### src/rtl/core/irdla_pkg.sv
package irdla_pkg;

    // defaults for the top level parameters
    localparam int DEFAULT_WINDOW   = 20;
    localparam int DEFAULT_ADC_BITS = 10;

    // field widths
    localparam int CODE_W      = 10;
    localparam int DIST_W      = 8;
    localparam int SAMPLE_W    = 16;
    localparam int CFG_INDEX_W = 2;
    localparam int CFG_DATA_W  = 10;

    // largest clamped sample, 255 cm in q8.8
    localparam int SAMPLE_MAX = 65280;

    // serial divider: nine quotient bits, bit 8 means saturate
    localparam int QUOT_W    = 9;
    localparam int DIV_CNT_W = 4;
    localparam logic [DIV_CNT_W-1:0] DIV_LAST = DIV_CNT_W'(QUOT_W - 1);
    localparam logic [DIST_W-1:0] DIST_SAT = 8'hFF;

    // register reset values
    localparam logic [CODE_W-1:0] NEAR_CUTOFF_RESET = 10'd80;
    localparam logic [DIST_W-1:0] MIN_DIST_RESET    = 8'd16;
    localparam logic [DIST_W-1:0] MAX_DIST_RESET    = 8'd150;

    // calibration curve d = 1512.89 / x^0.424 - 74, in fixed point
    localparam int      CAL_BITS    = 10;
    localparam longint  LOG2_A_Q16  = 692263;
    localparam longint  EXP_C_Q16   = 27787;
    localparam longint unsigned LN2_Q32    = 64'd2977044472;
    localparam longint unsigned OFFSET_Q8  = 64'd18944;
    localparam int      EXP_TERMS   = 16;

    typedef enum logic [CFG_INDEX_W-1:0] {
        CFG_NEAR_CUTOFF = 2'd0,
        CFG_MIN_DIST    = 2'd1,
        CFG_MAX_DIST    = 2'd2
    } cfg_index_t;

    typedef struct packed {
        logic [CODE_W-1:0] near_cutoff;
        logic [DIST_W-1:0] min_dist;
        logic [DIST_W-1:0] max_dist;
    } cfg_t;

    typedef enum logic [2:0] {
        BACK_IDLE,
        BACK_UPDATE,
        BACK_SCALE,
        BACK_PREP,
        BACK_DIVIDE,
        BACK_DONE
    } back_state_t;

    // shift and subtract quotient, used while building the rom
    function automatic longint unsigned udiv64(input longint unsigned dividend,
                                               input longint unsigned divisor);
        longint unsigned quot;
        longint unsigned rem;
        int b;
        quot = 0;
        rem  = 0;
        for (b = 63; b >= 0; b--) begin
            rem  = (rem << 1) | ((dividend >> b) & 64'd1);
            quot = quot << 1;
            if (rem >= divisor) begin
                rem  = rem - divisor;
                quot = quot | 64'd1;
            end
        end
        return quot;
    endfunction

    // one rom entry, evaluated at elaboration only
    function automatic logic [SAMPLE_W-1:0] curve_entry(input int unsigned code,
                                                        input int adc_bits);
        longint unsigned y;
        longint unsigned z;
        longint unsigned term;
        longint unsigned e;
        longint unsigned val;
        longint unsigned frac_t;
        longint unsigned ip;
        longint s;
        longint t;
        int unsigned n;
        int unsigned frac;
        int unsigned lg;
        int i;
        int k;
        if (code == 0) begin
            return 16'hFFFF;
        end
        // integer log2 by leading one, fraction by repeated squaring
        n = 0;
        for (i = 0; i < 31; i++) begin
            if ((code >> (i + 1)) != 0) begin
                n = i + 1;
            end
        end
        frac = 0;
        y = longint'(code) << (30 - n);
        for (k = 0; k < 16; k++) begin
            y = (y * y) >> 30;
            frac = frac << 1;
            if (y >= (64'd2 << 30)) begin
                y = y >> 1;
                frac = frac | 1;
            end
        end
        lg = (n << 16) | frac;
        s = longint'(lg) - longint'(adc_bits - CAL_BITS) * 65536;
        t = LOG2_A_Q16 * 65536 - s * EXP_C_Q16;
        if (t < 0) begin
            return 16'h0000;
        end
        ip = longint'(t) >> 32;
        if (ip >= 9) begin
            return 16'hFFFF;
        end
        frac_t = longint'(t) & 64'hFFFF_FFFF;
        z = (frac_t * LN2_Q32) >> 32;
        term = 64'd1 << 32;
        e = term;
        for (k = 1; k <= EXP_TERMS; k++) begin
            term = udiv64((term * z) >> 32, longint'(k));
            e = e + term;
        end
        val = ((e << ip) + (64'd1 << 23)) >> 24;
        if (val <= OFFSET_Q8) begin
            return 16'h0000;
        end
        val = val - OFFSET_Q8;
        if (val > 64'hFFFF) begin
            return 16'hFFFF;
        end
        return val[SAMPLE_W-1:0];
    endfunction

endpackage

### src/rtl/core/irdla_queue.sv
module irdla_queue import irdla_pkg::*; (
    input  logic                aclk,
    input  logic                aresetn,
    input  logic                push,
    input  logic [SAMPLE_W-1:0] push_data,
    output logic                full,
    input  logic                pop,
    output logic [SAMPLE_W-1:0] pop_data,
    output logic                empty
);

    logic [SAMPLE_W-1:0] entry_reg [2];
    logic                wr_ptr_reg;
    logic                wr_ptr_next;
    logic                rd_ptr_reg;
    logic                rd_ptr_next;
    logic [1:0]          count_reg;
    logic [1:0]          count_next;

    assign full     = (count_reg == 2'd2);
    assign empty    = (count_reg == 2'd0);
    assign pop_data = entry_reg[rd_ptr_reg];

    always_comb begin
        wr_ptr_next = push ? !wr_ptr_reg : wr_ptr_reg;
        rd_ptr_next = pop ? !rd_ptr_reg : rd_ptr_reg;
        count_next  = count_reg;
        if (push && !pop) begin
            count_next = count_reg + 2'd1;
        end else if (pop && !push) begin
            count_next = count_reg - 2'd1;
        end
    end

    always_ff @(posedge aclk) begin
        if (!aresetn) begin
            wr_ptr_reg <= 1'b0;
            rd_ptr_reg <= 1'b0;
            count_reg  <= 2'd0;
        end else begin
            wr_ptr_reg <= wr_ptr_next;
            rd_ptr_reg <= rd_ptr_next;
            count_reg  <= count_next;
        end
    end

    always_ff @(posedge aclk) begin
        if (push) begin
            entry_reg[wr_ptr_reg] <= push_data;
        end
    end

endmodule

### config.mk
export PLATFORM = sky130hd
export DESIGN_NAME = irdla_queue
export DESIGN_NICKNAME = d
export VERILOG_FILES = /design/src/rtl/core/irdla_pkg.sv /design/src/rtl/core/irdla_queue.sv
export SDC_FILE = /design/constraint.sdc
export NUM_CORES = 1
export LEC_CHECK = 0
export ABC_AREA = 1
export BUFFER_PORTS_ARGS = -buffer_cell sky130_fd_sc_hd__buf_4
export CORE_MARGIN = 5
export CORE_UTILIZATION = 40
export DETAILED_ROUTE_END_ITERATION = 12
export PLACE_DENSITY = 0.66
export SLEW_MARGIN = 25
export SYNTH_ARGS = -nofsm -noshare
export SYNTH_HDL_FRONTEND = slang
export SYNTH_SLANG_ARGS = --single-unit
### constraint.sdc
create_clock -name aclk -period 1.3 [get_ports aclk]
set_input_delay 0.065 -clock aclk [delete_from_list [all_inputs] [get_ports aclk]]
set_output_delay 0.065 -clock aclk [all_outputs]
set_load 0.02 [all_outputs]
==> qor.txt <==
============================================================================================
Register area share after synthesis ...........................................        73.8%
Setup clock skew after layout .................................................   0.00621 ns
Number of distinct standard cells referenced by the synthesized netlist .......           14
Max VDD drop ..................................................................     0.778 mV
Internal reg-to-reg setup slack ...............................................      0.11 ns
Required @ worst endpoint .....................................................      1.24 ns
Pre-CTS setup slack ...........................................................     0.215 ns
Area of combinational cells with multiple inputs ..............................    340 sq um
Max-slew headroom at the worst pin ............................................        90.9%
Maximum buffer depth of the clock tree ........................................            2
Element type at the critical path start .......................................     register
Port buffer count .............................................................           37
Die boundary width ............................................................      70.0 um
Number of clock sinks .........................................................           37
Starting utilization of the core area .........................................        42.1%
Violated checks ............................................................... setup timing
Critical-path cell list ....................................................... buf_8 > mux2_4 > buf_6
Cell Pwr Density .............................................................. 1210 nW/um^2
Compound-gate portion of the synthesized area .................................       0.696%
Final period util .............................................................         104%
Basic-gate share of the synthesized area counting and, or, nand and nor cells .        5.22%
Die Height ....................................................................      70.0 um
Yosys warning count ...........................................................            0
Clk_lat worst skew ............................................................      0.33 ns
Via total after detailed routing ..............................................          890
Power after layout ............................................................      2.62 mW
Global-route track usage on met3 ..............................................        4.88%
Register area .................................................................   1060 sq um
Total congestion overflow .....................................................            0
Data arrival time of the critical path ........................................      1.29 ns
Core area .....................................................................   3420 sq um
Number of flip-flops in the largest register ..................................           32
Setup fix buffers added after clock tree synthesis ............................            0
TritonCTS clock tree ..........................................................          yes
First DRT Iteration DRCs ......................................................           17
Half-perimeter wire length of the detailed placement result ...................      1800 um
Startpoint of the worst-slack reg-to-reg timing path ..........................   wr_ptr_reg
Result of the run ............................................................. finished with violations
Placed standard-cell area .....................................................   1790 sq um
Number of buffer and inverter instances along the worst setup path ............            2
Syn Inst Count ................................................................           85
Post-Synth Adder-Cell Area ....................................................       0.870%
Worst Reg2Reg Path Length in Cells ............................................            4
Antenna diode instance count ..................................................            0
Highest-utilization routing layer at the global route stage ...................         met2
Last weighted congestion value of the routability-driven placer ...............        0.631
Area of all placed cells without fillers ......................................   2160 sq um
Post-layout utilization of the core ...........................................        63.3%
Worst setup slack after layout ................................................   -0.0561 ns
Area grow syn2layout ..........................................................        50.5%
Setup repair after global routing missed its margin ...........................         true
CP max stage delay ............................................................      0.39 ns
Xor and xnor area share after synthesis .......................................           0%
Number of nets still failing antenna checks after routing .....................            0
Final min period ..............................................................      1.36 ns
Max_cap viols .................................................................            0
Number of antenna violations at the first check in global routing .............            0
Final number of max-transition violations .....................................            0
Number of nets in the synthesized netlist .....................................          106
Summed instance area of the synthesized netlist ...............................   1440 sq um
LEAKAGE .......................................................................     0.915 nW
Hold wc startpoint ............................................................         push
Clock Pin Slew Worst Setup and Hold Paths .....................................      0.10 ns
Library cell contributing the largest single delay on the critical path ....... sky130_fd_sc_hd__dfxtp_4
Number of clock buffers inserted by TritonCTS .................................            5
Pin count of the biggest net entering global routing ..........................           12
Vias in the first global route ................................................          914
Largest family of logic cells by synthesized area ............................. multiplexers
Overall routing resource usage ................................................        11.2%
Mean number of vias per cell ..................................................         4.45
Detail-routed net length per standard cell ....................................      12.8 um
Met2 track demand over resource in global routing .............................        18.8%
Die Footprint .................................................................   4890 sq um
Number of register bits inferred by synthesis .................................           37
Ports .........................................................................           38
Worst setup EP type ........................................................... primary output
CTS Root Buffer Type .......................................................... sky130_fd_sc_hd__clkbuf_4
DRC violation count after routing .............................................            0
Rows ..........................................................................           21
Cell type group with the largest total delay on the critical path .............   flip-flops
Startpoint-to-endpoint class of the critical path ............................. register to primary output
H-tree levels .................................................................            2
Max Fclk ......................................................................      737 MHz
Wire length of the first global-routing pass ..................................      4220 um
Number of setup violations in the final report ................................           16
Crit Reg-Reg Endpoint .........................................................   wr_ptr_reg
Fraction of final layout cells with drive strength greater than 1 .............        44.2%
Post-synthesis average cell area ..............................................   16.9 sq um
Hold depth ....................................................................            3
Met1 capacity usage during global routing .....................................        12.5%
Pin slew with the least headroom to its limit .................................     0.136 ns
Type of the tightest min-delay check .......................................... primary input to register
Fraction of synthesized area in multiplexers ..................................        15.1%
Total iterations of the first detailed-routing run ............................            4
Hold path endpoint ............................................................ count_reg[0]
Number of nets in the layout ..................................................          174
Final wirelength ..............................................................      2550 um
Critical path fanouts, max ....................................................            6
Final hold violation count ....................................................            0
Filler Cells Inserted .........................................................          266
============================================================================================
[power by group]
part | leakage [nW] | internal [mW] | switching (mW)
clock network | 0.0399 | 0.400 | 0.340
logic | 0.532 | 0.280 | 0.210
registers | 0.343 | 1.36 | 0.0260
[cells in the mapped netlist, drive strengths merged]
library cell | instances | area [sq um]
nand3 | 1 | 5.00
buf | 2 | 31.3
inv | 8 | 30.0
ha | 1 | 12.5
mux2 | 16 | 218
dfxtp | 5 | 100
nor2 | 9 | 33.8
nand2 | 8 | 30.0
a21oi | 1 | 5.00
nand4 | 1 | 6.26
o21ai | 1 | 5.00
edfxtp | 32 | 961
[per-layer routing]
layer | part of all wire [%] | vias up
met3 | 7.4 | 5
met4 | 1.8 | 0
met1 | 41 | 416
met5 | 0 | -
li1 | - | 439
met2 | 50 | 30
[cells in the final DEF, fill, tap and decap left out]
cell / netlist / final
sky130_fd_sc_hd__nand3_1: 1 / 1
sky130_fd_sc_hd__bufinv_16: 0 / 1
sky130_fd_sc_hd__clkinv_1: 0 / 1
sky130_fd_sc_hd__nand4_1: 1 / 1
sky130_fd_sc_hd__nor2_1: 9 / 8
sky130_fd_sc_hd__dfxtp_1: 5 / 4
sky130_fd_sc_hd__nor2_2: 0 / 1
sky130_fd_sc_hd__dfxtp_4: 0 / 1
sky130_fd_sc_hd__buf_8: 0 / 1
sky130_fd_sc_hd__inv_1: 8 / 8
sky130_fd_sc_hd__nand2_1: 8 / 8
sky130_fd_sc_hd__o21ai_0: 1 / 1
sky130_fd_sc_hd__clkbuf_4: 0 / 5
sky130_fd_sc_hd__a21oi_1: 1 / 1
sky130_fd_sc_hd__ha_1: 1 / 1
sky130_fd_sc_hd__edfxtp_1: 32 / 32
sky130_fd_sc_hd__mux2_4: 10 / 16
sky130_fd_sc_hd__buf_4: 0 / 25
sky130_fd_sc_hd__buf_6: 1 / 18
sky130_fd_sc_hd__dlygate4sd3_1: 0 / 19
sky130_fd_sc_hd__clkbuf_1: 0 / 1
[logic make-up (layout without fill, tap and decap cells)]
| kind of cell | after synthesis | in the layout |
|---|---|---|
| muxes | 16 | 16 |
| and+or+nand+nor | 19 | 19 |
| DFF | 37 | 37 |
| adders and majority gates | 1 | 1 |
| AOI/OAI and AO/OA | 2 | 2 |
| buffers and inverters | 10 | 79 |
[timing repair]
action                                 CTS  global route
hold buffers                            19             0
resized for setup                       29             0
cloned                                   1             0
endpoints found under the hold margin   37             0
setup endpoints to repair               16            16
[final cells by class]
type                       count  area share [%]
sequential                    37            49.2
timing repair buffer          63            27.5
multi-input combinational     38            15.7
tap                           46            2.66
clock buffer                   6            1.91
clock inverter                 2            1.56
inverter                       8            1.39
[metrics by stage]
stage	setup TNS, ns	hold WS, ns	cells
after floorplan	0	0.164	85
after global placement	0	0.250	172
after detailed placement	0	0.254	172
after CTS	-1.27	0.0941	200
after global routing	-1.61	0.118	200
final	-0.749	0.118	200
[tightest hold or removal path, stage by stage]
cell                      delay, ns
sky130_fd_sc_hd__buf_4         0.10
sky130_fd_sc_hd__ha_1          0.17
sky130_fd_sc_hd__a21oi_1       0.08
[worst max-delay path by stage]
stage | startpoint | endpoint | slack, ns | cells after the start
final | register | pop_data[12] | -0.06 | 3
after global routing | register | pop_data[12] | -0.12 | 3
after CTS | register | pop_data[10] | -0.09 | 3
after detailed placement | register | pop_data[2] | 0.22 | 3
after global placement | register | pop_data[10] | 0.24 | 3
after floorplan | wr_ptr_reg | entry_reg[0][0] | 0.15 | 1
Power figures use the tool's default switching activity.
