### config.mk
export PLATFORM = sky130hd
export DESIGN_NAME = irdla_back
export DESIGN_NICKNAME = d
export VERILOG_FILES = /design/src/rtl/core/irdla_pkg.sv /design/src/rtl/core/irdla_back.sv
export SDC_FILE = /design/constraint.sdc
export NUM_CORES = 1
export LEC_CHECK = 0
export BUFFER_PORTS_ARGS = -buffer_cell sky130_fd_sc_hd__buf_4
export CAP_MARGIN = 0
export CORE_MARGIN = 3
export CORE_UTILIZATION = 35
export DETAILED_ROUTE_END_ITERATION = 6
export PLACE_DENSITY = 0.47
export SETUP_SLACK_MARGIN = 0.3
export SKIP_LAST_GASP = 1
export SLEW_MARGIN = 0
export SYNTH_ARGS = -nofsm -noshare
export SYNTH_HDL_FRONTEND = slang
export SYNTH_SLANG_ARGS = --single-unit
### constraint.sdc
create_clock -name aclk -period 7.75 [get_ports aclk]
set_input_delay 1.9375 -clock aclk [delete_from_list [all_inputs] [get_ports aclk]]
set_output_delay 1.9375 -clock aclk [all_outputs]
set_load 0.005 [all_outputs]
### src/rtl/core/irdla_pkg.sv
package irdla_pkg;

    // defaults for the top level parameters
    localparam int DEFAULT_WINDOW   = 20;
    localparam int DEFAULT_ADC_BITS = 10;

    // field widths
    localparam int CODE_W      = 10;
    localparam int DIST_W      = 8;
    localparam int SAMPLE_W    = 16;
    localparam int CFG_INDEX_W = 2;
    localparam int CFG_DATA_W  = 10;

    // largest clamped sample, 255 cm in q8.8
    localparam int SAMPLE_MAX = 65280;

    // serial divider: nine quotient bits, bit 8 means saturate
    localparam int QUOT_W    = 9;
    localparam int DIV_CNT_W = 4;
    localparam logic [DIV_CNT_W-1:0] DIV_LAST = DIV_CNT_W'(QUOT_W - 1);
    localparam logic [DIST_W-1:0] DIST_SAT = 8'hFF;

    // register reset values
    localparam logic [CODE_W-1:0] NEAR_CUTOFF_RESET = 10'd80;
    localparam logic [DIST_W-1:0] MIN_DIST_RESET    = 8'd16;
    localparam logic [DIST_W-1:0] MAX_DIST_RESET    = 8'd150;

    // calibration curve d = 1512.89 / x^0.424 - 74, in fixed point
    localparam int      CAL_BITS    = 10;
    localparam longint  LOG2_A_Q16  = 692263;
    localparam longint  EXP_C_Q16   = 27787;
    localparam longint unsigned LN2_Q32    = 64'd2977044472;
    localparam longint unsigned OFFSET_Q8  = 64'd18944;
    localparam int      EXP_TERMS   = 16;

    typedef enum logic [CFG_INDEX_W-1:0] {
        CFG_NEAR_CUTOFF = 2'd0,
        CFG_MIN_DIST    = 2'd1,
        CFG_MAX_DIST    = 2'd2
    } cfg_index_t;

    typedef struct packed {
        logic [CODE_W-1:0] near_cutoff;
        logic [DIST_W-1:0] min_dist;
        logic [DIST_W-1:0] max_dist;
    } cfg_t;

    typedef enum logic [2:0] {
        BACK_IDLE,
        BACK_UPDATE,
        BACK_SCALE,
        BACK_PREP,
        BACK_DIVIDE,
        BACK_DONE
    } back_state_t;

    // shift and subtract quotient, used while building the rom
    function automatic longint unsigned udiv64(input longint unsigned dividend,
                                               input longint unsigned divisor);
        longint unsigned quot;
        longint unsigned rem;
        int b;
        quot = 0;
        rem  = 0;
        for (b = 63; b >= 0; b--) begin
            rem  = (rem << 1) | ((dividend >> b) & 64'd1);
            quot = quot << 1;
            if (rem >= divisor) begin
                rem  = rem - divisor;
                quot = quot | 64'd1;
            end
        end
        return quot;
    endfunction

    // one rom entry, evaluated at elaboration only
    function automatic logic [SAMPLE_W-1:0] curve_entry(input int unsigned code,
                                                        input int adc_bits);
        longint unsigned y;
        longint unsigned z;
        longint unsigned term;
        longint unsigned e;
        longint unsigned val;
        longint unsigned frac_t;
        longint unsigned ip;
        longint s;
        longint t;
        int unsigned n;
        int unsigned frac;
        int unsigned lg;
        int i;
        int k;
        if (code == 0) begin
            return 16'hFFFF;
        end
        // integer log2 by leading one, fraction by repeated squaring
        n = 0;
        for (i = 0; i < 31; i++) begin
            if ((code >> (i + 1)) != 0) begin
                n = i + 1;
            end
        end
        frac = 0;
        y = longint'(code) << (30 - n);
        for (k = 0; k < 16; k++) begin
            y = (y * y) >> 30;
            frac = frac << 1;
            if (y >= (64'd2 << 30)) begin
                y = y >> 1;
                frac = frac | 1;
            end
        end
        lg = (n << 16) | frac;
        s = longint'(lg) - longint'(adc_bits - CAL_BITS) * 65536;
        t = LOG2_A_Q16 * 65536 - s * EXP_C_Q16;
        if (t < 0) begin
            return 16'h0000;
        end
        ip = longint'(t) >> 32;
        if (ip >= 9) begin
            return 16'hFFFF;
        end
        frac_t = longint'(t) & 64'hFFFF_FFFF;
        z = (frac_t * LN2_Q32) >> 32;
        term = 64'd1 << 32;
        e = term;
        for (k = 1; k <= EXP_TERMS; k++) begin
            term = udiv64((term * z) >> 32, longint'(k));
            e = e + term;
        end
        val = ((e << ip) + (64'd1 << 23)) >> 24;
        if (val <= OFFSET_Q8) begin
            return 16'h0000;
        end
        val = val - OFFSET_Q8;
        if (val > 64'hFFFF) begin
            return 16'hFFFF;
        end
        return val[SAMPLE_W-1:0];
    endfunction

endpackage

### src/rtl/core/irdla_back.sv
module irdla_back import irdla_pkg::*; #(
    parameter int WINDOW = DEFAULT_WINDOW
) (
    input  logic                aclk,
    input  logic                aresetn,
    input  cfg_t                cfg,
    input  logic                q_empty,
    output logic                q_pop,
    input  logic [SAMPLE_W-1:0] q_pop_data,
    output logic                m_valid,
    input  logic                m_ready,
    output logic [DIST_W-1:0]   m_distance_cm,
    output logic [DIST_W-1:0]   m_distance_fraction
);

    localparam int SLOT_W = (WINDOW > 1) ? $clog2(WINDOW) : 1;
    localparam int FILL_W = $clog2(WINDOW + 1);
    localparam int SUM_W  = $clog2(WINDOW * SAMPLE_MAX + 1);
    localparam int BASE_W = SAMPLE_W + FILL_W;
    localparam int SPAN_W = DIST_W + FILL_W;
    localparam int DIV_W  = SUM_W + FILL_W + 18;
    localparam int CM_W   = SUM_W + FILL_W;

    back_state_t state_reg;
    back_state_t state_next;

    logic [SAMPLE_W-1:0] ring_mem [WINDOW];

    logic [SLOT_W-1:0]   slot_reg;
    logic [SLOT_W-1:0]   slot_next;
    logic [FILL_W-1:0]   fill_reg;
    logic [FILL_W-1:0]   fill_next;
    logic [SUM_W-1:0]    sum_reg;
    logic [SUM_W-1:0]    sum_next;
    logic [SAMPLE_W-1:0] sample_reg;
    logic [SAMPLE_W-1:0] old_reg;
    logic [BASE_W-1:0]   base_reg;
    logic [BASE_W-1:0]   base_next;
    logic [SPAN_W-1:0]   span_fill_reg;
    logic [SPAN_W-1:0]   span_fill_next;
    logic                frac_ok_reg;
    logic                frac_ok_next;
    logic [DIV_W-1:0]    rem_reg;
    logic [DIV_W-1:0]    rem_next;
    logic [DIV_W-1:0]    dsh_reg;
    logic [DIV_W-1:0]    dsh_next;
    logic [QUOT_W-1:0]   q_reg;
    logic [QUOT_W-1:0]   q_next;
    logic [CM_W-1:0]     crem_reg;
    logic [CM_W-1:0]     crem_next;
    logic [CM_W-1:0]     cdsh_reg;
    logic [CM_W-1:0]     cdsh_next;
    logic [QUOT_W-1:0]   cq_reg;
    logic [QUOT_W-1:0]   cq_next;
    logic [DIV_CNT_W-1:0] cnt_reg;
    logic [DIV_CNT_W-1:0] cnt_next;
    logic                m_valid_reg;
    logic                m_valid_next;
    logic [DIST_W-1:0]   m_cm_reg;
    logic [DIST_W-1:0]   m_cm_next;
    logic [DIST_W-1:0]   m_frac_reg;
    logic [DIST_W-1:0]   m_frac_next;

    logic                ring_full;
    logic [DIST_W-1:0]   span;
    logic [SUM_W-1:0]    diff;
    logic [DIV_W-1:0]    num;
    logic [DIV_W-1:0]    den;

    assign m_valid             = m_valid_reg;
    assign m_distance_cm       = m_cm_reg;
    assign m_distance_fraction = m_frac_reg;

    assign ring_full = (fill_reg == FILL_W'(WINDOW));
    assign span      = cfg.max_dist - cfg.min_dist;
    assign diff      = SUM_W'(DIV_W'(sum_reg) - DIV_W'(base_reg));
    // diff * 255
    assign num       = (DIV_W'(diff) << 8) - DIV_W'(diff);
    assign den       = DIV_W'(span_fill_reg) << 8;

    always_comb begin
        state_next     = state_reg;
        slot_next      = slot_reg;
        fill_next      = fill_reg;
        sum_next       = sum_reg;
        base_next      = base_reg;
        span_fill_next = span_fill_reg;
        frac_ok_next   = frac_ok_reg;
        rem_next       = rem_reg;
        dsh_next       = dsh_reg;
        q_next         = q_reg;
        crem_next      = crem_reg;
        cdsh_next      = cdsh_reg;
        cq_next        = cq_reg;
        cnt_next       = cnt_reg;
        m_valid_next   = m_valid_reg && !m_ready;
        m_cm_next      = m_cm_reg;
        m_frac_next    = m_frac_reg;
        q_pop          = 1'b0;

        unique case (state_reg)
            BACK_IDLE: begin
                if (!q_empty) begin
                    q_pop      = 1'b1;
                    state_next = BACK_UPDATE;
                end
            end
            BACK_UPDATE: begin
                // drop the oldest sample once the ring is full
                sum_next = sum_reg - (ring_full ? SUM_W'(old_reg) : '0)
                           + SUM_W'(sample_reg);
                slot_next = (slot_reg == SLOT_W'(WINDOW - 1)) ? '0 : slot_reg + 1'b1;
                if (!ring_full) begin
                    fill_next = fill_reg + 1'b1;
                end
                state_next = BACK_SCALE;
            end
            BACK_SCALE: begin
                base_next      = BASE_W'({cfg.min_dist, 8'h00}) * BASE_W'(fill_reg);
                span_fill_next = SPAN_W'(span) * SPAN_W'(fill_reg);
                // floor(sum / (fill * 256)) as (sum >> 8) / fill
                crem_next      = CM_W'(sum_reg >> 8);
                cdsh_next      = CM_W'(fill_reg) << (QUOT_W - 1);
                state_next     = BACK_PREP;
            end
            BACK_PREP: begin
                frac_ok_next = (cfg.max_dist > cfg.min_dist) &&
                               (DIV_W'(sum_reg) > DIV_W'(base_reg));
                // round half up: (2 * num + den) / (2 * den)
                rem_next     = (num << 1) + den;
                dsh_next     = den << QUOT_W;
                q_next       = '0;
                cq_next      = '0;
                cnt_next     = '0;
                state_next   = BACK_DIVIDE;
            end
            BACK_DIVIDE: begin
                if (rem_reg >= dsh_reg) begin
                    rem_next = rem_reg - dsh_reg;
                    q_next   = {q_reg[QUOT_W-2:0], 1'b1};
                end else begin
                    q_next   = {q_reg[QUOT_W-2:0], 1'b0};
                end
                if (crem_reg >= cdsh_reg) begin
                    crem_next = crem_reg - cdsh_reg;
                    cq_next   = {cq_reg[QUOT_W-2:0], 1'b1};
                end else begin
                    cq_next   = {cq_reg[QUOT_W-2:0], 1'b0};
                end
                dsh_next  = dsh_reg >> 1;
                cdsh_next = cdsh_reg >> 1;
                cnt_next  = cnt_reg + 1'b1;
                if (cnt_reg == DIV_LAST) begin
                    state_next = BACK_DONE;
                end
            end
            BACK_DONE: begin
                if (!m_valid_reg || m_ready) begin
                    m_valid_next = 1'b1;
                    m_cm_next    = cq_reg[QUOT_W-1] ? DIST_SAT : cq_reg[DIST_W-1:0];
                    if (!frac_ok_reg) begin
                        m_frac_next = '0;
                    end else begin
                        m_frac_next = q_reg[QUOT_W-1] ? DIST_SAT : q_reg[DIST_W-1:0];
                    end
                    state_next = BACK_IDLE;
                end
            end
            default: begin
                state_next = BACK_IDLE;
            end
        endcase
    end

    always_ff @(posedge aclk) begin
        if (!aresetn) begin
            state_reg   <= BACK_IDLE;
            slot_reg    <= '0;
            fill_reg    <= '0;
            sum_reg     <= '0;
            m_valid_reg <= 1'b0;
        end else begin
            state_reg   <= state_next;
            slot_reg    <= slot_next;
            fill_reg    <= fill_next;
            sum_reg     <= sum_next;
            m_valid_reg <= m_valid_next;
        end
    end

    always_ff @(posedge aclk) begin
        base_reg      <= base_next;
        span_fill_reg <= span_fill_next;
        frac_ok_reg   <= frac_ok_next;
        rem_reg       <= rem_next;
        dsh_reg       <= dsh_next;
        q_reg         <= q_next;
        crem_reg      <= crem_next;
        cdsh_reg      <= cdsh_next;
        cq_reg        <= cq_next;
        cnt_reg       <= cnt_next;
        m_cm_reg      <= m_cm_next;
        m_frac_reg    <= m_frac_next;
    end

    // ring read on pop, write in the next cycle, in update
    always_ff @(posedge aclk) begin
        if (q_pop) begin
            sample_reg <= q_pop_data;
            old_reg    <= ring_mem[slot_reg];
        end
        if (state_reg == BACK_UPDATE) begin
            ring_mem[slot_reg] <= sample_reg;
        end
    end

endmodule

==> tab_implementation.tex, run 1 <==
\begin{tabular}{lr}
\hline
Metric & Value \\
\hline
\multicolumn{2}{l}{\textbf{Status}} \\
Status & complete, no violations \\
\multicolumn{2}{l}{\textbf{Synth}} \\
Count of synthesis-stage warnings from yosys & 0 \\
Average instance area after synthesis & 12.4 sq um \\
Post-synth top flop & sky130\_fd\_sc\_hd\_\_edfxtp\_1 \\
Sequential cell area fraction in the yosys report & 53.6\% \\
Cells after Synth & 2502 \\
Netlist cell types & 92 \\
Fraction of post-synthesis cell area in the top cell type by area & 51.3\% \\
Biggest area contributors in the synthesized netlist & sky130\_fd\_sc\_hd\_\_edfxtp\_1, sky130\_fd\_sc\_hd\_\_ha\_1, sky130\_fd\_sc\_hd\_\_mux4\_2, sky130\_fd\_sc\_hd\_\_fa\_1, sky130\_fd\_sc\_hd\_\_inv\_1 \\
Synthesized cell area & 0.0310 sq mm \\
Total of flip-flops plus latches after synthesis & 565 \\
Leading area contributor after synthesis & sky130\_fd\_sc\_hd\_\_edfxtp\_1 \\
Number of synthesized flops with an enable pin & 530 \\
Library cell with the highest instance count after synthesis & sky130\_fd\_sc\_hd\_\_edfxtp\_1 \\
Proportion of synthesized flip-flops having asynchronous set or reset & 0\% \\
Net count of the mapped netlist & 2766 \\
Top post-synthesis cells by count & sky130\_fd\_sc\_hd\_\_edfxtp\_1, sky130\_fd\_sc\_hd\_\_inv\_1, sky130\_fd\_sc\_hd\_\_nand2\_1 \\
\multicolumn{2}{l}{\textbf{Power and ir drop}} \\
Leak pwr & 0.0131 uW \\
Maximum resistive drop on vdd & 0.000156 V \\
Power share of the clock group & 33.7\% \\
Sequential power share & 39.4\% \\
Ratio of total power to cell area & 265 mW/mm\^{}2 \\
Share of total power consumed by net switching & 31.1\% \\
Cell-internal power & 6390 uW \\
Fraction of power consumed by combinational cells & 26.8\% \\
Net switching component of the power & 2880 uW \\
\multicolumn{2}{l}{\textbf{Clock network}} \\
Hold\_buf cts & 0 \\
TritonCTS clock tree & done \\
Setup Fix Bufs, Post-CTS & 0 \\
Sink Count & 565 \\
Number of CTS-inserted buffers & 67 \\
Worst-Skew Late Latency & 0.62 ns \\
Root buffer cell & sky130\_fd\_sc\_hd\_\_clkbuf\_16 \\
Clock input transition at the sequential cells of the worst setup and hold paths & 0.06 ns \\
Longest Clk Path Bufs & 3 \\
Quantity of gates resized following cts & 0 \\
Deepest level of the CTS H-tree & 3 \\
\multicolumn{2}{l}{\textbf{Detailed routing}} \\
Total vias in the final route & 19380 \\
Count of unresolved DRC violations after routing & 0 \\
Routed vias/inst & 5.14 \\
Per-cell routed wire length & 20.1 um \\
First-pass iteration count of the detailed router & 5 \\
1st-iter DRT viols & 1160 \\
Number of routed nets with antenna violations & 0 \\
Wirelength, routed & 75700 um \\
\multicolumn{2}{l}{\textbf{Floorplanning}} \\
Die ar. & 0.0922 sq mm \\
Core footprint & 0.0873 sq mm \\
Initial standard-cell utilization of the core & 35.5\% \\
Horizontal die dimension & 304 um \\
I/O pin count & 64 \\
Die Height & 304 um \\
Number of rows in the core area & 108 \\
\multicolumn{2}{l}{\textbf{Finish}} \\
Footprint of the multi-input gates & 0.0132 sq mm \\
Fraction of layout cells with a size suffix above 1 & 12.8\% \\
Post-synthesis to final-layout area growth & 12.7\% \\
Number of nets in the final layout & 2831 \\
Filler cells & 8411 \\
Storage element area & 0.0166 sq mm \\
Max FFs per register & 320 \\
\multicolumn{2}{l}{\textbf{Global routing}} \\
Total routing usage reported by global routing & 16.3\% \\
Vias in the first global route & 19748 \\
Number of antenna violations at the first check in global routing & 3 \\
Pin count of the biggest net entering global routing & 73 \\
Wire length of the first global-routing pass & 117000 um \\
Grt ovf & 0 \\
\multicolumn{2}{l}{\textbf{Setup path}} \\
Class of the most critical setup path & in -> reg \\
Startpoint type of the worst setup path & input port \\
Signal arrival time at the worst endpoint & 6.49 ns \\
Critical Path RT & 8.13 ns \\
CP max FO & 5 \\
Element type at the critical path end & register \\
\multicolumn{2}{l}{\textbf{Placement}} \\
Setup Slack @ Placement & 1.00 ns \\
Estimated wirelength of the detail-placed design & 52200 um \\
Gpl congestion & 0.840 \\
Count of input and output buffers & 53 \\
\multicolumn{2}{l}{\textbf{STA}} \\
Total negative setup slack & 0 ns \\
Clock skew & 0.0269 ns \\
Endpoints failing hold & 0 \\
Slew Limit Headroom & 28.4\% \\
Post-route clock period utilization & 78.8\% \\
Worst Slack Setup Final & 1.64 ns \\
Crit path time final & 6.11 ns \\
Unrepaired setup endpoints after global routing & false \\
F\_max & 164 MHz \\
Final Slew Violations & 0 \\
Least-Margin Pin Slew & 1.07 ns \\
Setup-failing EPs final & 0 \\
\multicolumn{2}{l}{\textbf{Run}} \\
Reported max-cap violation count & 0 \\
\multicolumn{2}{l}{\textbf{Worst hold path}} \\
Worst hold-check path type & reg -> reg \\
\hline
\end{tabular}
-- cells by family after synthesis --
| kind of cell | synth area share, % |
|---|---|
| buf+inv | 3.99 |
| flops | 53.6 |
| mux | 6.97 |
| fa+ha+maj | 10.2 |
| compound gates | 10.3 |
| simple gates | 10.7 |
| xor+xnor | 4.27 |
-- cell usage in the layout, fill, tap and decap left out, types with 18 or more instances in the layout --
cell type / Yosys / final
sky130_fd_sc_hd__nor3_1: 43 / 40
sky130_fd_sc_hd__o31ai_1: 19 / 19
sky130_fd_sc_hd__nor2_1: 149 / 148
sky130_fd_sc_hd__buf_4: 0 / 84
sky130_fd_sc_hd__and2_1: 92 / 92
sky130_fd_sc_hd__xor2_1: 45 / 45
sky130_fd_sc_hd__xnor2_1: 96 / 96
sky130_fd_sc_hd__nand2_1: 171 / 171
sky130_fd_sc_hd__dfxtp_1: 35 / 32
sky130_fd_sc_hd__ha_1: 161 / 161
sky130_fd_sc_hd__or3_1: 18 / 18
sky130_fd_sc_hd__a21o_1: 37 / 37
sky130_fd_sc_hd__fa_1: 57 / 57
sky130_fd_sc_hd__nand4_1: 20 / 20
sky130_fd_sc_hd__nand3_1: 37 / 37
sky130_fd_sc_hd__edfxtp_1: 530 / 530
sky130_fd_sc_hd__a21boi_0: 20 / 20
sky130_fd_sc_hd__mux4_2: 81 / 81
sky130_fd_sc_hd__a21oi_1: 118 / 118
sky130_fd_sc_hd__o21a_1: 27 / 27
sky130_fd_sc_hd__inv_1: 231 / 231
sky130_fd_sc_hd__o21ai_0: 108 / 108
sky130_fd_sc_hd__mux2i_1: 18 / 18
sky130_fd_sc_hd__clkbuf_16: 0 / 68
sky130_fd_sc_hd__nand2b_1: 28 / 28
sky130_fd_sc_hd__nor2b_1: 21 / 20
sky130_fd_sc_hd__o21bai_1: 28 / 28
-- final timing paths --
path | from | end | slack, ns | cells past startpoint
hold / removal | cq_reg[4]$_SDFFCE_PN0N_ | m_distance_cm[4]$_SDFFCE_PP1P_ | 0.53 | 1
hold reg to reg | cq_reg[4]$_SDFFCE_PN0N_ | m_distance_cm[4]$_SDFFCE_PP1P_ | 0.53 | 1
setup / recovery | cfg[0] | span_fill_reg[12]$_DFFE_PP_ | 1.64 | 22
setup reg to reg | base_reg[9]$_DFFE_PP_ | rem_reg[30]$_DFFE_PP_ | 1.74 | 23
-- power groups by stage --
stage	sequential, uW	clock (uW)	combinational [uW]
finish	3650	3130	2490
global route	3670	3350	2800
CTS	3660	3220	2500
detailed placement	3720	0	2490
global placement	3720	0	2460
floorplan	3640	0	1910
-- layer usage --
| metal | up-vias | GRT usage (%) | share of wire [%] |
|---|---|---|---|
| met5 | - | 0 | 0.037 |
| met4 | 4 | 5.70 | 3.1 |
| met3 | 124 | 2.70 | 3.7 |
| met2 | 341 | 26.7 | 47 |
| met1 | 9607 | 22.0 | 46 |
| li1 | 9304 | - | - |
-- through the flow --
stage,power [uW],utilization (%),hold slack (ns),instances,instance area [sq um]
finish,9270,40.0,0.530,3771,35000
floorplan,5560,-,0.464,2502,31000
global placement,6170,37.6,0.512,3653,32800
CTS,9380,40.0,0.538,3770,34900
global route,9820,40.0,0.574,3770,34900
detailed placement,6210,37.6,0.522,3653,32800
-- worst max-delay path, cell delays in order --
cell	delay, ns
sky130_fd_sc_hd__buf_4	0.11
sky130_fd_sc_hd__inv_1	0.05
sky130_fd_sc_hd__ha_1	0.14
sky130_fd_sc_hd__inv_1	0.06
sky130_fd_sc_hd__fa_1	0.40
sky130_fd_sc_hd__a21o_1	0.18
sky130_fd_sc_hd__a21oi_1	0.24
sky130_fd_sc_hd__xnor2_1	0.30
sky130_fd_sc_hd__nand2_1	0.13
sky130_fd_sc_hd__fa_1	0.50
sky130_fd_sc_hd__inv_1	0.06
sky130_fd_sc_hd__fa_1	0.50
sky130_fd_sc_hd__fa_1	0.48
sky130_fd_sc_hd__ha_1	0.35
sky130_fd_sc_hd__inv_1	0.07
sky130_fd_sc_hd__o21bai_1	0.07
sky130_fd_sc_hd__a21oi_1	0.24
sky130_fd_sc_hd__o21bai_1	0.09
sky130_fd_sc_hd__a21oi_1	0.25
sky130_fd_sc_hd__o21bai_1	0.09
sky130_fd_sc_hd__a21oi_1	0.17
sky130_fd_sc_hd__xnor2_1	0.08
-- area by class of cell --
type                            count  area share [%]
Clock buffer                       87            5.19
Tap cell                         1155            4.13
Clock inverter                     30            1.02
Sequential cell                   565            47.6
Multi-Input combinational cell   1616            37.8
Timing Repair Buffer               84            1.80
Antenna cell                        1         0.00716
Inverter                          233            2.50
Power figures use the tool's default switching activity.
==> inputs of run 2 (changes only) <==
--- a/config.mk
+++ b/config.mk
@@ -5,6 +5,7 @@
 export SDC_FILE = /design/constraint.sdc
 export NUM_CORES = 1
 export LEC_CHECK = 0
+export ABC_AREA = 1
 export BUFFER_PORTS_ARGS = -buffer_cell sky130_fd_sc_hd__buf_4
 export CAP_MARGIN = 0
 export CORE_MARGIN = 3
==> constraint.sdc (replaced) <==
create_clock -name aclk -period 5.66 [get_ports aclk]
set_input_delay 1.415 -clock aclk [delete_from_list [all_inputs] [get_ports aclk]]
set_output_delay 1.415 -clock aclk [all_outputs]
set_load 0.005 [all_outputs]
==> tab_implementation.tex, run 2 <==
\begin{tabular}{lr}
\hline
Metric & Value \\
\hline
\multicolumn{2}{l}{\textbf{Run}} \\
Reported max-cap violation count & 0 \\
\multicolumn{2}{l}{\textbf{Worst hold path}} \\
Worst hold-check path type & reg -> reg \\
\multicolumn{2}{l}{\textbf{STA}} \\
Final Slew Violations & 0 \\
Post-route clock period utilization & 93.4\% \\
Clock skew & 0.0268 ns \\
Slew Limit Headroom & 22.4\% \\
Endpoints failing hold & 0 \\
Worst hold margin & 0.505 ns \\
Least-Margin Pin Slew & 1.16 ns \\
F\_max & 189 MHz \\
Crit path time final & 5.29 ns \\
Setup-failing EPs final & 0 \\
Worst Slack Setup Final & 0.375 ns \\
Unrepaired setup endpoints after global routing & true \\
\multicolumn{2}{l}{\textbf{Placement}} \\
Number of cells in the design after placement & 4507 \\
Gpl congestion & 0.886 \\
Standard cell area after detailed placement & 0.0337 sq mm \\
Setup Slack @ Placement & -0.251 ns \\
Count of input and output buffers & 53 \\
Estimated wirelength of the detail-placed design & 61500 um \\
\multicolumn{2}{l}{\textbf{Detailed routing}} \\
Routed vias/inst & 5.00 \\
First-pass iteration count of the detailed router & 5 \\
Count of unresolved DRC violations after routing & 0 \\
Wirelength, routed & 86700 um \\
1st-iter DRT viols & 1413 \\
Number of routed nets with antenna violations & 0 \\
Total vias in the final route & 23166 \\
Per-cell routed wire length & 18.7 um \\
\multicolumn{2}{l}{\textbf{Finish}} \\
Highest-count cells in the layout ignoring fill and taps & sky130\_fd\_sc\_hd\_\_edfxtp\_1, sky130\_fd\_sc\_hd\_\_nand2\_1, sky130\_fd\_sc\_hd\_\_inv\_1, sky130\_fd\_sc\_hd\_\_nor2\_1, sky130\_fd\_sc\_hd\_\_o21ai\_0 \\
Fraction of layout cells with a size suffix above 1 & 10.5\% \\
Number of nets in the final layout & 3680 \\
Number of non-filler instances in the completed layout & 4634 \\
Area of all placed cells without fillers & 0.0360 sq mm \\
Max FFs per register & 320 \\
Ant. Diodes & 0 \\
Filler cells & 8757 \\
Most frequent standard cell in the layout excluding fill and tap cells & sky130\_fd\_sc\_hd\_\_edfxtp\_1 \\
Post-synthesis to final-layout area growth & 14.6\% \\
\multicolumn{2}{l}{\textbf{Setup path}} \\
Number of cells traversed by the worst register-to-register path & 28 \\
Class of the most critical setup path & in -> reg \\
Setup crit end & span\_fill\_reg[12]\$\_DFFE\_PP\_ \\
Capture point of the worst reg-to-reg path & rem\_reg[21]\$\_DFFE\_PP\_ \\
Startpoint type of the worst setup path & input port \\
Setup slack, reg-to-reg & 0.67 ns \\
Bufs and invs on worst path & 8 \\
Depth of the critical timing path with buffers and inverters included & 26 \\
Element type at the critical path end & register \\
Crit path max-delay family & adder cells \\
Critical Path RT & 6.01 ns \\
Delay contributed by the slowest stage of the critical path & 0.61 ns \\
Start of the worst register-to-register path & sum\_reg[8]\$\_SDFFE\_PN0P\_ \\
Signal arrival time at the worst endpoint & 5.63 ns \\
Setup crit start & cfg[0] \\
Most common cell type on the critical path & sky130\_fd\_sc\_hd\_\_a21oi\_2 \\
Critical-path cell with the highest stage delay & sky130\_fd\_sc\_hd\_\_fa\_1 \\
CP max FO & 3 \\
\multicolumn{2}{l}{\textbf{Synth}} \\
Library cell with the highest instance count after synthesis & sky130\_fd\_sc\_hd\_\_edfxtp\_1 \\
Top post-synthesis cells by count & sky130\_fd\_sc\_hd\_\_edfxtp\_1, sky130\_fd\_sc\_hd\_\_nand2\_1, sky130\_fd\_sc\_hd\_\_inv\_1 \\
Total of flip-flops plus latches after synthesis & 565 \\
Biggest area contributors in the synthesized netlist & sky130\_fd\_sc\_hd\_\_edfxtp\_1, sky130\_fd\_sc\_hd\_\_ha\_1, sky130\_fd\_sc\_hd\_\_nand2\_1, sky130\_fd\_sc\_hd\_\_inv\_1, sky130\_fd\_sc\_hd\_\_nor2\_1 \\
Post-synth top flop & sky130\_fd\_sc\_hd\_\_edfxtp\_1 \\
Sequential cell area fraction in the yosys report & 52.9\% \\
Netlist cell types & 54 \\
Net count of the mapped netlist & 3562 \\
Average instance area after synthesis & 9.53 sq um \\
Synthesized cell area & 0.0314 sq mm \\
Number of synthesized flops with an enable pin & 530 \\
Fraction of post-synthesis cell area in the top cell type by area & 50.7\% \\
Leading area contributor after synthesis & sky130\_fd\_sc\_hd\_\_edfxtp\_1 \\
Cells after Synth & 3298 \\
Proportion of synthesized flip-flops having asynchronous set or reset & 0\% \\
Count of synthesis-stage warnings from yosys & 0 \\
\multicolumn{2}{l}{\textbf{Power and ir drop}} \\
Ratio of total power to cell area & 389 mW/mm\^{}2 \\
Share of total power consumed by net switching & 35.8\% \\
Overall power of the completed layout & 14000 uW \\
Fraction of power consumed by combinational cells & 33.4\% \\
Power share of the clock group & 30.0\% \\
Sequential power share & 36.6\% \\
Maximum resistive drop on vdd & 0.000248 V \\
Net switching component of the power & 5010 uW \\
Leak pwr & 0.0151 uW \\
Cell-internal power & 8990 uW \\
\multicolumn{2}{l}{\textbf{Global routing}} \\
Pin count of the biggest net entering global routing & 91 \\
Wire length of the first global-routing pass & 134000 um \\
Grt ovf & 0 \\
Number of antenna violations at the first check in global routing & 0 \\
Total routing usage reported by global routing & 18.4\% \\
Vias in the first global route & 22955 \\
\multicolumn{2}{l}{\textbf{Clock network}} \\
Worst-Skew Late Latency & 0.61 ns \\
Deepest level of the CTS H-tree & 3 \\
Clock input transition at the sequential cells of the worst setup and hold paths & 0.05 ns \\
Root buffer cell & sky130\_fd\_sc\_hd\_\_clkbuf\_16 \\
TritonCTS clock tree & done \\
Longest Clk Path Bufs & 3 \\
Hold\_buf cts & 0 \\
Number of CTS-inserted buffers & 67 \\
Sink Count & 565 \\
\multicolumn{2}{l}{\textbf{Floorplanning}} \\
Die Height & 306 um \\
I/O pin count & 64 \\
Initial standard-cell utilization of the core & 35.4\% \\
Core footprint & 0.0886 sq mm \\
Horizontal die dimension & 306 um \\
Number of rows in the core area & 109 \\
Die ar. & 0.0934 sq mm \\
\multicolumn{2}{l}{\textbf{Status}} \\
Status & complete, no violations \\
\hline
\end{tabular}
## run 2: cell count changes after synthesis, sizes merged, moves of 81 or more
cell   before  now
nand2     171  513
nor2      149  444
inv       231  469
o21ai     127  316
nand3      38  138
a21oi     119  211
and2       92    6
mux4       81    0
## run 2: cells by family (layout without fill, tap and decap cells)
logic type               count (synthesis)  after routing  share of synthesized area [%]
flip-flops                             565            565                           52.9
AO/OA/AOI/OAI                          674            674                           11.7
AND/OR/NAND/NOR                       1174           1174                           15.8
buffers and inverters                  569            740                           6.85
adder cells (fa/ha/maj)                218            218                           10.0
XOR/XNOR                                98             98                           2.73
## run 2: area by class of cell
class / instances / area, sq um / share of cell area [%]
Inverter: 474 / 1790 / 4.97
Multi-Input combinational cell: 2164 / 12900 / 35.9
Sequential cell: 565 / 16600 / 46.1
Tap cell: 1165 / 1460 / 4.05
Timing Repair Buffer: 144 / 1100 / 3.05
Clock buffer: 85 / 1760 / 4.90
Clock inverter: 37 / 354 / 0.983
## run 2: how the worst min path moves through the flow
stage	cells past startpoint	slack, ns	end	start
6_report	2	0.51	m_distance_cm[5]$_SDFFCE_PP1P_	cq_reg[5]$_SDFFCE_PN0N_
5_1_grt	2	0.55	m_distance_cm[1]$_SDFFCE_PP1P_	cq_reg[1]$_SDFFCE_PN0N_
4_1_cts	2	0.51	m_distance_cm[5]$_SDFFCE_PP1P_	cq_reg[5]$_SDFFCE_PN0N_
3_5_place_dp	2	0.50	m_distance_cm[5]$_SDFFCE_PP1P_	cq_reg[5]$_SDFFCE_PN0N_
3_3_place_gp	2	0.50	m_distance_cm[3]$_SDFFCE_PP1P_	cq_reg[3]$_SDFFCE_PN0N_
2_1_floorplan	1	0.45	sum_reg[20]$_SDFFE_PN0P_	sum_reg[20]$_SDFFE_PN0P_
## run 2: timing repair
| action | 4_1_cts | 5_1_grt |
|---|---|---|
| gates resized for setup | 2 | 41 |
| endpoints found under the setup margin | 10 | 25 |
| buffers inserted | 0 | 5 |
| pin swaps | 0 | 26 |
## run 2: per-stage QoR
| step | utilization (%) | setup TNS, ns |
|---|---|---|
| 2_1_floorplan | - | 0 |
| 3_3_place_gp | 38.0 | -0.382 |
| 3_5_place_dp | 38.0 | -0.438 |
| 4_1_cts | 40.4 | 0 |
| 5_1_grt | 40.6 | 0 |
| 6_report | 40.6 | 0 |
## run 2: power by group through the flow
stage / clock (uW) / sequential [uW] / combinational [uW]
2_1_floorplan: 0 / 5120 / 3260
3_5_place_dp: 0 / 5220 / 4550
3_3_place_gp: 0 / 5220 / 4490
4_1_cts: 4330 / 5140 / 4570
5_1_grt: 4490 / 5150 / 5280
6_report: 4200 / 5130 / 4670
## run 2: tightest hold or removal path: stages, from the launching register on
cell                       delay, ns
sky130_fd_sc_hd__edfxtp_1       0.31
sky130_fd_sc_hd__inv_1          0.04
sky130_fd_sc_hd__nand2_1        0.04
## run 2: metal layers
| layer | share of wire [%] | global-route usage (%) |
|---|---|---|
| met5 | 0 | 0 |
| met4 | 2.1 | 4.62 |
| met3 | 3.5 | 2.15 |
| met2 | 48 | 31.1 |
| met1 | 47 | 25.2 |
